**src/xtbc_ram.sv**
```systemverilog
// ---------------------------------------------------------------------------
// xtbc_ram
// Single write port, single read port RAM; read data registered, old data
// returned on a same-address write.
// ---------------------------------------------------------------------------
module xtbc_ram #(
   parameter int WIDTH = 8,
   parameter int DEPTH = 16
) (
   input  logic                                          clock,
   input  logic                                          wr_en,
   input  logic [((DEPTH > 1) ? $clog2(DEPTH) : 1)-1:0] wr_addr,
   input  logic [WIDTH-1:0]                              wr_data,
   input  logic [((DEPTH > 1) ? $clog2(DEPTH) : 1)-1:0] rd_addr,
   output logic [WIDTH-1:0]                              rd_data
);

   logic [WIDTH-1:0] mem_ff [DEPTH];
   logic [WIDTH-1:0] rd_data_ff;

   always_ff @(posedge clock) begin
      if (wr_en) begin
         mem_ff[wr_addr] <= wr_data;
      end
      rd_data_ff <= mem_ff[rd_addr];
   end

   assign rd_data = rd_data_ff;

endmodule

```
**config.mk**
```make
export PLATFORM = sky130hd
export DESIGN_NAME = xtbc_ram
export DESIGN_NICKNAME = d
export VERILOG_FILES = /design/src/xtbc_ram.sv
export SDC_FILE = /design/constraint.sdc
export NUM_CORES = 1
export LEC_CHECK = 0
export ABC_AREA = 1
export BUFFER_PORTS_ARGS = -buffer_cell sky130_fd_sc_hd__clkbuf_2
export CORE_MARGIN = 5
export CORE_UTILIZATION = 65
export CTS_BUF_LIST = sky130_fd_sc_hd__clkbuf_8
export CTS_CLUSTER_DIAMETER = 40
export DETAILED_ROUTE_END_ITERATION = 10
export PLACE_DENSITY = 0.95
export SLEW_MARGIN = 0
export SYNTH_ARGS = -nofsm -noshare
export SYNTH_HDL_FRONTEND = slang
export SYNTH_SLANG_ARGS = --single-unit
export TNS_END_PERCENT = 5
```
**constraint.sdc**
```tcl
create_clock -name clock -period 1.96 [get_ports clock]
set_input_delay 0.098 -clock clock [delete_from_list [all_inputs] [get_ports clock]]
set_output_delay 0.098 -clock clock [all_outputs]
set_load 0.01 [all_outputs]
```
==> impl_results.md <==
* Yosys top cell by area: edfxtp_1
* GR Util All Layers at 0.2588
* Root Buffer: clkbuf_8
* Clk pin slew, worst setup/hold paths at about 0.08 ns
* Cells after synthesis at 551
* Worst-Skew Late Latency at between 0.4 and 0.5 ns
* Final HPWL DP at 8329 um
* Synthesized area at just under 6000 um2
* Top post-synthesis cells by area: edfxtp_1 (67%), nand2_1 (11%), nand3_1 (8.4%)
* Share of layout cells above drive strength 1 at 0.1162
* Core footprint at ~8700 um2
* CP arrival at roughly 1.2 ns
* Total power at 5.774 mW
* Synthesized Nets at 569
* FP Rows at 34
* Initial antenna violation count at 0
* Worst setup path category: primary input to register
* PortBufs at 25
* CTS tree: yes
* Worst slew pin tran at 0.9460 ns
* Vias in the first global route at 4,105
* # clock sinks at 136
* Syn avg cell area at approximately 10 um2
* Die Wd at between 100 and 150 um
* Number of flops mapped to enable cells by yosys at about 130
* Buffer depth of the longest clock path at 2
* Post-synth top cells: nand2_1 (173), edfxtp_1 (128), inv_1 (100)
* Final count of pins violating max slew at 0
* HP Start: rd_addr[3]
* Max_cap viols at 0
* GR peak layer: met2
* Final Non-Filler Cells at about 700
* ANT cells at 0
* Total CTS buffers at 17
* Synthesized flop and latch total at 136
* CP max stage cell: nor2_1
* Core Util, Final at 0.7258
* Final Hold Viols at 0
* HP Class: primary input to register
* H-tree depth at 4
* Max frequency at around 0.87 GHz
* Total gr overflow at 0
* Via count at between 4,000 and 5,000
* # DRC at 0
* Static Leak at around 2.7 nW
* Post-CTS setup buffers at 0
* Slew margin rel. at 0.3670
* Sequential share of the synthesized area at 0.6943
* IO Pins at 26
* CTS resizes at 0
* CP Cell Sequence: clkbuf_2 -> inv_1 -> nand2_1 -> nor2_1
* Crit path from: wr_addr[0]
* Setup TNS at 0 ns
* Cts hold-fix bufs at 0
* Top-count cell post-synth: nand2_1
* Synth Flop Type: edfxtp_1
* Cell variety after synth at 12
* Global-route wire length before repair at around 21,000 um
* Chip height at 104.2 um
* Startpoint types: primary input
* Worst-path fanout max at 8
* Final wirelength at approximately 14,000 um
* M2 GR Usage at 0.4240
* Power density cells at 916.8 nW/um2
* Final #Nets at around 600
* Unrepaired setup endpoints after global routing: no
* Layout area overhead at 9.221%
* Met1 Use GR at 0.3148
* DRT Pass-1 Iters at 6
* Post-synth top area share at 0.6665
* Worst Path Required at between 2 and 2.5 ns
* DP Worst Slack at around 0.46 ns
* Ys async rst share at 0
* Setup WS post-layout at 0.8156 ns
* Setup crit end kind: register
* Reg-to-Reg Start: mem_ff[9][4]
* Peak supply drop at about 0.00082 V
* Count of final setup violators at 0
* Final GP Congestion at about 0.88
* Inst Count DP at 670
* Die area at ~11,000 um2
* Initial DRC Count at 637
* Largest net degree at the start of global routing at 35
* WL per Instance at just under 20 um
* Yosys warning total at 0
* Post-DRT Antenna Nets at 0
* Delay of the slowest critical-path stage at about 0.76 ns
* Outcome: completed
* Initial Util at 0.6645
* Max Clock Skew at a little under 0.009 ns
* Met3 Use GR at 0.06331
* Final Cycle Share at 0.5839
* Minimum clock period at around 1.1 ns
* Via density at approximately 5.9
-- cell families after synthesis --
| logic type | count (synthesis) | share of synthesized area |
|---|---|---|
| simple gates | 289 | 0.2105 |
| flops | 136 | 0.6943 |
| buf+inv | 126 | 0.09525 |
-- power breakdown --
part / internal (mW) / total, mW / switching, mW
logic: 0.107 / 0.403 / 0.296
clock network: 1.00 / 2.09 / 1.09
registers: 3.25 / 3.28 / 0.0282
-- cell usage in the layout, fill, tap and decap left out --
cell type     n
clkinvlp_4    4
inv_6         2
nand3b_1      2
nand2_1     173
clkinv_2      5
inv_2         2
nand3_1      97
edfxtp_1    128
dfxtp_1       8
clkinv_4      3
bufinv_16     1
inv_1       100
clkbuf_8     17
nor2_1       17
clkbuf_2     25
buf_4        10
-- cell type report --
type,instances,area [um2]
flip-flops and latches,136,4004
fillers,539,2380
multi-input cells,289,1214
inverters,102,382.9
clock buffers,17,234.0
repair buffers,35,200.2
well taps,108,135.1
clock inverters,15,128.9
-- worst paths after layout --
path | endpoint | slack, ns | depth (start not counted)
setup / recovery | mem_ff[14][7] | 0.82 | 4
hold / removal | rd_data[3] | 0.08 | 3
setup reg to reg | rd_data[4] | 0.85 | 6
hold reg to reg | rd_data[2] | 0.70 | 6
-- per-layer routing --
metal / wire (um) / vias up
met1: 4719 / 1917
met3: 1618 / 80
met4: 719 / 0
li1: - / 1829
met2: 6898 / 348
met5: 0 / -
-- worst max-delay path: cells and delay by family --
family	cells	cell delay, ns
and+or+nand+nor	2	0.90
buffers and inverters	2	0.19
-- state kept, by name, summed over array words and instances (netlist names) --
name / count
mem_ff: 128
rd_data: 8
-- through the flow --
step,hold WS [ns],area (um2)
after floorplan,0.1969,5767
after global placement,0.4747,5936
after detailed placement,0.5009,5936
after CTS,0.02364,6299
after global routing,0.07053,6299
final,0.07571,6299
Power figures use the tool's default switching activity.
